File: config.mk
export PLATFORM = sky130hd
export DESIGN_NAME = detection_box_decoder
export DESIGN_NICKNAME = d
export VERILOG_FILES = /design/src/dbd_pkg.sv /design/src/detection_box_decoder.sv /design/src/dbd_size_table.sv /design/src/dbd_corner.sv
export SDC_FILE = /design/constraint.sdc
export NUM_CORES = 2
export LEC_CHECK = 0
export ABC_AREA = 1
export BUFFER_PORTS_ARGS = -buffer_cell sky130_fd_sc_hd__buf_4
export CORE_ASPECT_RATIO = 0.7
export CORE_MARGIN = 2
export CORE_UTILIZATION = 58
export CTS_BUF_LIST = sky130_fd_sc_hd__clkbuf_16
export DETAILED_ROUTE_END_ITERATION = 16
export HOLD_SLACK_MARGIN = 0.08
export PLACE_DENSITY = 0.79
export SLEW_MARGIN = 10
export SYNTH_ARGS = -nofsm -noshare
export SYNTH_HDL_FRONTEND = slang
export SYNTH_SLANG_ARGS = --single-unit
File: constraint.sdc
create_clock -name clk -period 6.4 [get_ports clk]
set_clock_uncertainty 0.2 [all_clocks]
set_input_delay 0.32 -clock clk [delete_from_list [all_inputs] [get_ports clk]]
set_output_delay 0.32 -clock clk [all_outputs]
set_load 0.01 [all_outputs]
File: src/dbd_pkg.sv
`timescale 1ns / 1ps

package dbd_pkg;

	localparam int MAX_REGIONS_DEF = 8;
	localparam int SIZE_BITS_DEF   = 13;

	localparam int CORNER_W = 19;
	localparam int FRAC_BITS = 16;
	localparam int HALF_Q16 = 1 << (FRAC_BITS - 1);
	localparam int FRAC_MASK = (1 << FRAC_BITS) - 1;

	localparam int IN_DATA_W  = 152;
	localparam int OUT_DATA_W = 104;
	localparam int THR_W = 17;
	localparam int ROI_W = 4;
	localparam logic [THR_W-1:0] THR_RESET = 17'd32768;
	localparam logic [ROI_W-1:0] ROI_RESET = 4'd1;

	typedef enum logic {
		OP_LOAD     = 1'b0,
		OP_PROPOSAL = 1'b1
	} op_t;

	typedef enum logic {
		CFG_THRESHOLD = 1'b0,
		CFG_ROI_COUNT = 1'b1
	} cfg_idx_t;

	function automatic logic [14:0] clamp_min(input logic signed [31:0] v);
		logic [14:0] r;
		if (v < 32'sd0) begin
			r = '0;
		end else if (v > 32'sd32767) begin
			r = 15'h7FFF;
		end else begin
			r = v[14:0];
		end
		return r;
	endfunction

	function automatic logic [15:0] clamp_max(input logic signed [31:0] v,
			input logic signed [31:0] lim);
		logic signed [31:0] m;
		logic [15:0] r;
		m = (v > lim) ? lim : v;
		if (m > 32'sd32767) begin
			r = 16'h7FFF;
		end else if (m < -32'sd32768) begin
			r = 16'h8000;
		end else begin
			r = m[15:0];
		end
		return r;
	endfunction

endpackage

File: src/detection_box_decoder.sv
`timescale 1ns / 1ps
// A kept proposal passes the stage registers v1_s1, v2_s2 and out_v_q in order
// before m_tvalid rises; its output transfer then waits for m_tready.
// Throughput: one item per cycle while m_tready does not stall the output;
// the size table is read in the transfer cycle. Load items and dropped proposals
// produce no output transfer. Reset clears the stop flag, the table entries (read
// as zero) and sets the threshold to 32768 and the region count to one.
module detection_box_decoder #(
	parameter int MAX_REGIONS = dbd_pkg::MAX_REGIONS_DEF,
	parameter int SIZE_BITS   = dbd_pkg::SIZE_BITS_DEF
) (
	input  logic                               clk,
	input  logic                               arst_n,
	input  logic                               s_tvalid,
	output logic                               s_tready,
	// roi_index, class_label, confidence, norm_x_min, norm_y_min, norm_x_max,
	// norm_y_max, region_width, region_height, zero pad.
	input  logic [dbd_pkg::IN_DATA_W-1:0]      s_tdata,
	// operation, first_of_blob.
	input  logic [1:0]                         s_tuser,
	output logic                               m_tvalid,
	input  logic                               m_tready,
	// box_image, box_label, box_confidence, pix_x_min, pix_y_min, pix_x_max,
	// pix_y_max, zero pad.
	output logic [dbd_pkg::OUT_DATA_W-1:0]     m_tdata,
	input  logic                               cfg_we,
	input  logic                               cfg_index,
	input  logic [dbd_pkg::THR_W-1:0]          cfg_data
);

	localparam int AW = (MAX_REGIONS > 1) ? $clog2(MAX_REGIONS) : 1;
	localparam int PW = dbd_pkg::CORNER_W + SIZE_BITS + 1;
	localparam int QW = PW + 1 - dbd_pkg::FRAC_BITS;
	localparam int CW = dbd_pkg::CORNER_W;

	logic [dbd_pkg::THR_W-1:0] thr_q;
	logic [dbd_pkg::ROI_W-1:0] roi_q;
	logic stopped_q;

	logic signed [15:0] in_id;
	logic [15:0] in_label;
	logic [16:0] in_conf;
	logic signed [CW-1:0] in_xmn, in_ymn, in_xmx, in_ymx;
	logic [12:0] in_w, in_h;
	dbd_pkg::op_t in_op;
	logic in_first;

	logic accept, slot_ok, id_ok, stop_eff, keep, tbl_we;
	logic en1, en2, en3;

	logic v1_s1, v2_s2;
	logic [2:0] img_s1, img_s2;
	logic [15:0] label_s1, label_s2;
	logic [16:0] conf_s1, conf_s2;
	logic signed [CW-1:0] xmn_s1, ymn_s1, xmx_s1, ymx_s1;
	logic [SIZE_BITS-1:0] w_tbl, h_tbl, w_s2, h_s2;
	logic signed [QW-1:0] xmn_px, ymn_px, xmx_px, ymx_px;
	logic signed [31:0] w_x, h_x;

	logic out_v_q;
	logic [dbd_pkg::OUT_DATA_W-1:0] out_q;

	assign in_id    = $signed(s_tdata[15:0]);
	assign in_label = s_tdata[31:16];
	assign in_conf  = s_tdata[48:32];
	assign in_xmn   = $signed(s_tdata[67:49]);
	assign in_ymn   = $signed(s_tdata[86:68]);
	assign in_xmx   = $signed(s_tdata[105:87]);
	assign in_ymx   = $signed(s_tdata[124:106]);
	assign in_w     = s_tdata[137:125];
	assign in_h     = s_tdata[150:138];
	assign in_op    = dbd_pkg::op_t'(s_tuser[0]);
	assign in_first = s_tuser[1];

	assign en3 = !out_v_q || m_tready;
	assign en2 = !v2_s2 || en3;
	assign en1 = !v1_s1 || en2;
	assign s_tready = en1;
	assign accept = s_tvalid && s_tready;

	always_comb begin
		slot_ok  = !in_id[15] && (in_id[14:0] < 15'(MAX_REGIONS));
		id_ok    = slot_ok && (in_id[14:0] < 15'(roi_q));
		stop_eff = stopped_q && !in_first;
		keep     = accept && (in_op == dbd_pkg::OP_PROPOSAL) && !stop_eff && id_ok
			&& (in_conf >= thr_q);
		tbl_we   = accept && (in_op == dbd_pkg::OP_LOAD) && slot_ok;
	end

	always_ff @(posedge clk or negedge arst_n) begin
		if (!arst_n) begin
			thr_q     <= dbd_pkg::THR_RESET;
			roi_q     <= dbd_pkg::ROI_RESET;
			stopped_q <= 1'b0;
			v1_s1     <= 1'b0;
			v2_s2     <= 1'b0;
			out_v_q   <= 1'b0;
		end else begin
			if (cfg_we) begin
				case (dbd_pkg::cfg_idx_t'(cfg_index))
					dbd_pkg::CFG_THRESHOLD: thr_q <= cfg_data;
					dbd_pkg::CFG_ROI_COUNT: roi_q <= cfg_data[dbd_pkg::ROI_W-1:0];
					default: ;
				endcase
			end
			if (accept && (in_op == dbd_pkg::OP_PROPOSAL)) begin
				stopped_q <= stop_eff || !id_ok;
			end
			if (en1) begin
				v1_s1 <= keep;
			end
			if (en2) begin
				v2_s2 <= v1_s1;
			end
			if (en3) begin
				out_v_q <= v2_s2;
			end
		end
	end

	dbd_size_table #(
		.DEPTH(MAX_REGIONS),
		.AW(AW),
		.DW(SIZE_BITS)
	) u_table (
		.clk(clk),
		.arst_n(arst_n),
		.we(tbl_we),
		.waddr(in_id[AW-1:0]),
		.wdata_w(SIZE_BITS'(in_w)),
		.wdata_h(SIZE_BITS'(in_h)),
		.re(keep),
		.raddr(in_id[AW-1:0]),
		.rdata_w(w_tbl),
		.rdata_h(h_tbl)
	);

	always_ff @(posedge clk) begin
		if (keep) begin
			img_s1   <= in_id[2:0];
			label_s1 <= in_label;
			conf_s1  <= in_conf;
			xmn_s1   <= in_xmn;
			ymn_s1   <= in_ymn;
			xmx_s1   <= in_xmx;
			ymx_s1   <= in_ymx;
		end
		if (en2 && v1_s1) begin
			img_s2   <= img_s1;
			label_s2 <= label_s1;
			conf_s2  <= conf_s1;
			w_s2     <= w_tbl;
			h_s2     <= h_tbl;
		end
	end

	dbd_corner #(.SIZE_BITS(SIZE_BITS)) u_xmn (
		.clk(clk), .en(en2 && v1_s1), .corner(xmn_s1), .size(w_tbl), .pixel(xmn_px)
	);
	dbd_corner #(.SIZE_BITS(SIZE_BITS)) u_ymn (
		.clk(clk), .en(en2 && v1_s1), .corner(ymn_s1), .size(h_tbl), .pixel(ymn_px)
	);
	dbd_corner #(.SIZE_BITS(SIZE_BITS)) u_xmx (
		.clk(clk), .en(en2 && v1_s1), .corner(xmx_s1), .size(w_tbl), .pixel(xmx_px)
	);
	dbd_corner #(.SIZE_BITS(SIZE_BITS)) u_ymx (
		.clk(clk), .en(en2 && v1_s1), .corner(ymx_s1), .size(h_tbl), .pixel(ymx_px)
	);

	assign w_x = 32'(w_s2);
	assign h_x = 32'(h_s2);

	always_ff @(posedge clk) begin
		if (en3 && v2_s2) begin
			out_q <= {
				6'd0,
				dbd_pkg::clamp_max(32'(ymx_px), h_x),
				dbd_pkg::clamp_max(32'(xmx_px), w_x),
				dbd_pkg::clamp_min(32'(ymn_px)),
				dbd_pkg::clamp_min(32'(xmn_px)),
				conf_s2,
				label_s2,
				img_s2
			};
		end
	end

	assign m_tvalid = out_v_q;
	assign m_tdata  = out_q;

endmodule

File: src/dbd_size_table.sv
`timescale 1ns / 1ps

module dbd_size_table #(
	parameter int DEPTH = dbd_pkg::MAX_REGIONS_DEF,
	parameter int AW    = 3,
	parameter int DW    = dbd_pkg::SIZE_BITS_DEF
) (
	input  logic          clk,
	input  logic          arst_n,
	input  logic          we,
	input  logic [AW-1:0] waddr,
	input  logic [DW-1:0] wdata_w,
	input  logic [DW-1:0] wdata_h,
	input  logic          re,
	input  logic [AW-1:0] raddr,
	output logic [DW-1:0] rdata_w,
	output logic [DW-1:0] rdata_h
);

	logic [2*DW-1:0] mem [DEPTH];
	logic [DEPTH-1:0] written_q;
	logic [2*DW-1:0] rd_s1;
	logic rd_ok_s1;

	always_ff @(posedge clk) begin
		if (we) begin
			mem[waddr] <= {wdata_h, wdata_w};
		end
		if (re) begin
			rd_s1    <= mem[raddr];
			rd_ok_s1 <= written_q[raddr];
		end
	end

	always_ff @(posedge clk or negedge arst_n) begin
		if (!arst_n) begin
			written_q <= '0;
		end else if (we) begin
			written_q[waddr] <= 1'b1;
		end
	end

	assign rdata_w = rd_ok_s1 ? rd_s1[DW-1:0] : '0;
	assign rdata_h = rd_ok_s1 ? rd_s1[2*DW-1:DW] : '0;

endmodule

File: src/dbd_corner.sv
`timescale 1ns / 1ps

module dbd_corner #(
	parameter int SIZE_BITS = dbd_pkg::SIZE_BITS_DEF,
	parameter int PW = dbd_pkg::CORNER_W + SIZE_BITS + 1,
	parameter int QW = PW + 1 - dbd_pkg::FRAC_BITS
) (
	input  logic                                 clk,
	input  logic                                 en,
	input  logic signed [dbd_pkg::CORNER_W-1:0]  corner,
	input  logic        [SIZE_BITS-1:0]          size,
	output logic signed [QW-1:0]                 pixel
);

	logic signed [PW-1:0] prod_s2;
	logic [PW:0] t;
	logic [PW:0] u;

	always_ff @(posedge clk) begin
		if (en) begin
			prod_s2 <= corner * $signed({1'b0, size});
		end
	end

	// Round half up, then truncate toward zero by biasing negative sums.
	always_comb begin
		t = {prod_s2[PW-1], prod_s2} + (PW+1)'(dbd_pkg::HALF_Q16);
		u = t + (t[PW] ? (PW+1)'(dbd_pkg::FRAC_MASK) : '0);
	end

	assign pixel = $signed(u[PW:dbd_pkg::FRAC_BITS]);

endmodule

Word level (Yosys, flattened, before mapping)
Memories as Yosys holds them, arrays and structs flattened. A register that Yosys moved wholly into a read port is not among the register bits.
Index checks and enable logic that the tools add are counted.
Storage, ports and cells
  register bits: 438
  bits in latches: 0
  RAM bits: 208
  ROM bits: 0
  bits of input ports: 177
  output and inout bits: 106
  logic and storage cells: 104
  memories: 1
Memories
  u_table.mem: depth 8, bits a word 26, read ports 1, clocked after Yosys merged registers in 1, write ports 1, line dbd_size_table.sv:20  | logic [2*DW-1:0] mem [DEPTH];
Operators by class
  add/sub/neg operators: 8
  multipliers: 4
  divide/modulo/power cells: 0
  order comparisons: 15
  eq/ne operators: 0
  shift operators: 0
  multiplexer cells: 18
  bitwise logic cells: 3
  reductions and logical operators: 26
Operator list (count)
  33-bit by 17-bit adder with 34-bit output (second input constant): 4
  34-bit by 16-bit adder with 34-bit output: 4
  19-bit by 14-bit multiplier with 33-bit output: 4
  16-bit 2-to-1 mux: 6
  32-bit by 16-bit greater-than comparator with 1-bit output (second input constant): 2
  32-bit by 16-bit less-than comparator with 1-bit output (second input constant): 2
  32-bit 2-to-1 mux: 2
  18-bit by 14-bit greater-than comparator with 1-bit output: 2
  18-bit by 16-bit greater-than comparator with 1-bit output (second input constant): 2
  18-bit by 1-bit less-than comparator with 1-bit output (second input constant): 2
  15-bit 2-to-1 mux: 2
  13-bit 2-to-1 mux: 2
  17-bit greater-or-equal comparator: 1
  15-bit by 4-bit less-than comparator with 1-bit output: 1
  15-bit by 4-bit less-than comparator with 1-bit output (second input constant): 1
  1-bit logical AND: 13
  8-bit OR: 1
  1-bit logical NOT: 7
  1-bit logical OR: 4
  3-bit by 4-bit less-than comparator with 1-bit output (second input constant): 1
  1-bit 2-to-1 mux: 4
  2-bit AND reduction: 2
  1-bit binary-select mux with 3-bit select: 1
  1-bit demux with 3-bit select: 1
  other kinds (2): 3

Logic depth before layout (Yosys ltp)
  depth in word-level cells: 9
  gate-level depth with buffers: 39
  mapped depth without buffers: 38

By module
Synthesis repeated with hierarchy kept, for this count alone.
Unflattened totals
  cells, all modules: 8647
  area, all modules: 72583.4 um^2
By module, submodules not included
  dbd_corner at u_xmn: instances 1, cells an instance 1729, area an instance 12812.3 um^2, seq. area each 991.0 um^2
  dbd_corner at u_ymx: instances 1, cells an instance 1670, area an instance 12557.0 um^2, seq. area each 991.0 um^2
  dbd_corner at u_xmx: instances 1, cells an instance 1668, area an instance 12503.2 um^2, seq. area each 991.0 um^2
  dbd_corner at u_ymn: instances 1, cells an instance 1675, area an instance 12462.0 um^2, seq. area each 991.0 um^2
  detection_box_decoder: instances 1, cells an instance 865, area an instance 11782.6 um^2, seq. area each 8795.9 um^2
  dbd_size_table: instances 1, cells an instance 1040, area an instance 10466.3 um^2, seq. area each 7257.0 um^2

Worst setup path before layout
Ideal clock, no wire load.
  path kind: flip-flop to flip-flop
  start point: register u_table.rd_ok_s1
  end point: register u_ymn.prod_s2[28] (data pin)
  data arrival time: 6.300 ns
  data required time: 5.941 ns
  path slack: -0.358 ns
  cell stages (with the launch flop): 28
  path buffers: 3
  path through: edfxtp_1 clkbuf_1 clkbuf_1 nand2_1 inv_1 clkbuf_1 nand2_1 fa_1 inv_1 fa_1 fa_1 inv_1 fa_1 fa_1 inv_1 fa_1 ha_1 a21oi_1 o21ai_0 a21boi_0 o21ai_0 a21boi_0 nor2_1 nand2_1 nand2_1 nand2_1 nand2_1 xor2_1
Between the ends
  word-level cells in the longest chain between the ends: 2
Ends and longest elaborated chain
  start: declaration: line dbd_size_table.sv:23  | logic rd_ok_s1;
  start signal: assignment: line dbd_size_table.sv:31  | rd_ok_s1 <= written_q[raddr];
  13-bit 2-to-1 mux: line dbd_size_table.sv:44  | assign rdata_h = rd_ok_s1 ? rd_s1[2*DW-1:DW] : '0;
  19-bit by 14-bit multiplier with 33-bit output: line dbd_corner.sv:21  | prod_s2 <= corner * $signed({1'b0, size});
  end signal: assignment: line dbd_corner.sv:21
  end: declaration: line dbd_corner.sv:15  | logic signed [PW-1:0] prod_s2;
Every way passes these cells.
A chain may end at the register's enable or synchronous reset.

Worst setup path after layout
  start point: register u_table.rd_ok_s1
  end point: register u_xmn.prod_s2[30] (data pin)
Between the ends
  word-level cells in the longest chain between the ends: 2
Ends and longest elaborated chain
  13-bit 2-to-1 mux: line dbd_size_table.sv:43  | assign rdata_w = rd_ok_s1 ? rd_s1[DW-1:0] : '0;
  19-bit by 14-bit multiplier with 33-bit output: line dbd_corner.sv:21
  end signal: assignment: line dbd_corner.sv:21
  end: declaration: line dbd_corner.sv:15
Every way passes these cells.

==> flow_metrics.py <==
metrics = {
    "status": {
        "outcome": "finished with violations",
        "violations": "negative setup slack",
    },
    "global_route": {
        "grt_pass1_vias": 51210,
        "grt_max_degree": 89,
        "antenna_found_initial": 9,
        "grt_use_total": 0.3089,
        "grt-ovfl-total": 0,
        "grt_pass1_wl_um": 277600,
    },
    "critical_path": {
        "worstPathRequired_ns": 6.63,
        "crit_fanout": 11,
        "arrival_ns": 6.70,
        "cp-start-kind": "register",
        "cp-end-kind": "register",
        "worstSetupPathType": "register to register",
    },
    "logic_synthesis": {
        "synthFlopType": "edfxtp_1",
        "synth-edff-count": 639,
        "synth_area_um2": 65220,
        "synthArstFlopShare": 0.04911,
        "seq_area_frac_synth": 0.3069,
        "synth_area_leaders": "edfxtp_1, fa_1, ha_1",
        "synth_top_area_share": 0.2942,
        "yosysWarnings": 0,
        "syn_inst": 6797,
        "yosys_register_bits": 672,
        "synth_cell_types": 60,
        "syn_area_per_cell_um2": 9.595,
        "synth_area_leader_cell": "edfxtp_1",
    },
    "layout": {
        "drive_above_1_share": 0.1602,
        "fillerInstances": 8073,
        "final_cell_mix": "inv_1, nand2_1, fa_1, nor2_1, buf_4",
        "nNetsFinal": 9207,
        "syn_to_final_growth_pct": 20.33,
        "layout_commonest_cell": "inv_1",
        "multiInputGateArea_um2": 40760,
        "fin_area_um2": 78480,
        "instances_no_fill": 9179,
        "area.sequential_um2": 20020,
    },
    "sta": {
        "hold_violations": 0,
        "fmax_ghz": 0.1546,
        "fin_ws_ns": -0.06669,
        "drv_slew": 0,
        "worst_pin_slew_ns": 1.014,
        "slew_headroom": 0.3224,
        "setup-violations-final": 6,
        "fin_crit_ns": 6.467,
        "timing.final.crit_share": 1.010,
        "rsz0062_at_grt": "yes",
    },
    "floorplan": {
        "die_w_um": 404.8,
        "pin_count": 283,
        "dieArea_um2": 115200,
        "core_um2": 111000,
        "die_h_um": 284.6,
        "initial_core_util": 0.5874,
        "placementRows": 102,
    },
    "place": {
        "hpwl_um": 135100,
        "dpl_cell_area_um2": 72040,
        "port_buffers": 275,
        "placed_cells": 8810,
        "place_congestion": 0.9664,
    },
    "drt": {
        "viasPerCell": 5.537,
        "via_count": 50820,
        "wl_per_cell_um": 19.36,
        "detailedRoute.firstPassIterationCount": 6,
        "ant_nets": 0,
        "drc": 0,
        "first_iter_violations": 5129,
        "wl_um": 177700,
    },
    "clocking": {
        "cts_buffers": 72,
        "clkTransAtPathRegs_ns": 0.07,
        "clock-root-buffer": "clkbuf_16",
        "htreeDepth": 3,
        "cts.sinks": 672,
        "clk_path_buf_depth": 3,
        "clkLatencyLatePin_ns": 0.71,
        "cts_tree": "done",
    },
    "power_and_ir_drop": {
        "total_leakage_power_nw": 36.81,
        "ir_drop_mv": 0.2217,
        "pwr_density_cell_nw_per_um2": 121.3,
    },
    "worst_hold_path": {
        "hp-class": "input port to register",
    },
    "job": {
        "max_cap_violations": 0,
    },
}
## critical path, stage by stage, from the launching register on
cell,delay [ns]
edfxtp_1,0.38
buf_6,0.16
nand2_4,0.06
inv_4,0.07
buf_12,0.14
nand2_1,0.09
fa_1,0.53
inv_1,0.05
fa_1,0.54
inv_1,0.06
fa_1,0.50
inv_1,0.05
fa_1,0.47
fa_2,0.59
fa_1,0.46
ha_4,0.31
buf_4,0.12
nand2_2,0.08
o21a_1,0.22
o221ai_2,0.26
nand2_1,0.11
nand3_2,0.11
nand2_1,0.06
o211ai_1,0.19
a31oi_1,0.16
xor2_1,0.20
## path summary, 6_finish.rpt
kind / startpoint / to / cells past startpoint / slack [ns]
min in group asynchronous: arst_n / thr_q[15] / 3 / 0.48
hold reg to reg: conf_s2[8] / m_tdata[27] / 0 / 0.22
hold / removal: s_tdata[85] / ymn_s1[17] / 2 / 0.14
setup reg to reg: u_table.rd_ok_s1 / u_xmn.prod_s2[30] / 25 / -0.07
max in group asynchronous: arst_n / thr_q[10] / 4 / 5.33
setup / recovery: u_table.rd_ok_s1 / u_xmn.prod_s2[30] / 25 / -0.07
## synthesized netlist by cell type, drive strengths merged, types with 2 or more instances
master / count
a211oi: 7
a21boi: 12
a21o: 19
a21oi: 228
a221oi: 31
a22o: 20
a22oi: 31
a31oi: 22
and3: 3
buf: 32
clkbuf: 121
clkinv: 14
dfrtp: 31
dfstp: 2
edfxtp: 639
fa: 940
ha: 428
inv: 1398
nand2: 1199
nand3: 161
nand3b: 12
nand4: 80
nor2: 894
nor3: 58
nor3b: 2
nor4: 16
o211ai: 6
o21a: 20
o21ai: 133
o21bai: 19
o221ai: 2
o22ai: 3
o31ai: 3
or2: 8
xnor2: 75
xor2: 122
## final cells by class
class                   instances  area share
flip-flops and latches        672      0.2551
multi-input cells            4565      0.5194
inverters                    1412     0.06819
well taps                    1456     0.02321
clock inverters                57    0.007924
repair buffers                939      0.1030
diodes                          6   0.0001913
clock buffers                  72     0.02296
## sequential cells by signal (all words and copies together), names as in the netlist, 26 cells and up
| signal | flops |
|---|---|
| u_xmn.prod_s2 | 33 |
| u_xmx.prod_s2 | 33 |
| u_ymx.prod_s2 | 33 |
| u_ymn.prod_s2 | 33 |
| m_tdata | 98 |
| u_table.rd_s1 | 26 |
| u_table.mem | 208 |
## power by group
part | switching (mW) | total [mW] | internal [mW]
registers | 0.00581 | 4.80 | 4.80
logic | 0.167 | 0.357 | 0.190
clock network | 2.00 | 4.36 | 2.35
## kinds of logic (layout without fill, tap and decap cells)
logic type               count (synthesis)  after routing  share of synthesized area
AND/OR/NAND/NOR                       2435           2435                     0.1526
AO/OA/AOI/OAI                          559            559                    0.05155
XOR/XNOR                               197            197                    0.02686
other                                    1             12                 0.00005750
buffers and inverters                 1565           2480                    0.09141
flip-flops                             672            672                     0.3069
adder cells (fa/ha/maj)               1368           1368                     0.3706
## repair_timing
action | 4_1_cts | 5_1_grt
hold endpoints to repair | 395 | 0
endpoints found under the setup margin | 50 | 67
buffers inserted | 6 | 46
pin swaps | 7 | 75
gates resized for setup | 69 | 318
hold buffers | 174 | 0
cloned | 2 | 6
## routing by layer
| metal | wire length (µm) | part of all wire | track usage |
|---|---|---|---|
| met1 | 75380 | 0.42 | 0.4617 |
| met2 | 76480 | 0.43 | 0.4444 |
| met5 | 49 | 0.00028 | 0 |
| met4 | 4215 | 0.024 | 0.07565 |
| met3 | 21580 | 0.12 | 0.08952 |
## stage by stage
stage / util / worst slack, ns / total power [mW] / setup TNS (ns) / hold slack [ns]
floorplan: - / 0.007906 / 5.004 / 0 / -0.1756
global placement: 0.6488 / -0.1959 / 5.151 / -2.831 / 0.08640
detailed placement: 0.6488 / -0.3023 / 5.161 / -6.473 / 0.09542
CTS: 0.6894 / -0.1227 / 9.589 / -0.3801 / 0.08312
global route: 0.7068 / -0.2600 / 9.783 / -5.696 / 0.1135
finish: 0.7068 / -0.06669 / 9.517 / -0.1732 / 0.1358
Note: power is estimated with default switching activity, not from simulation.
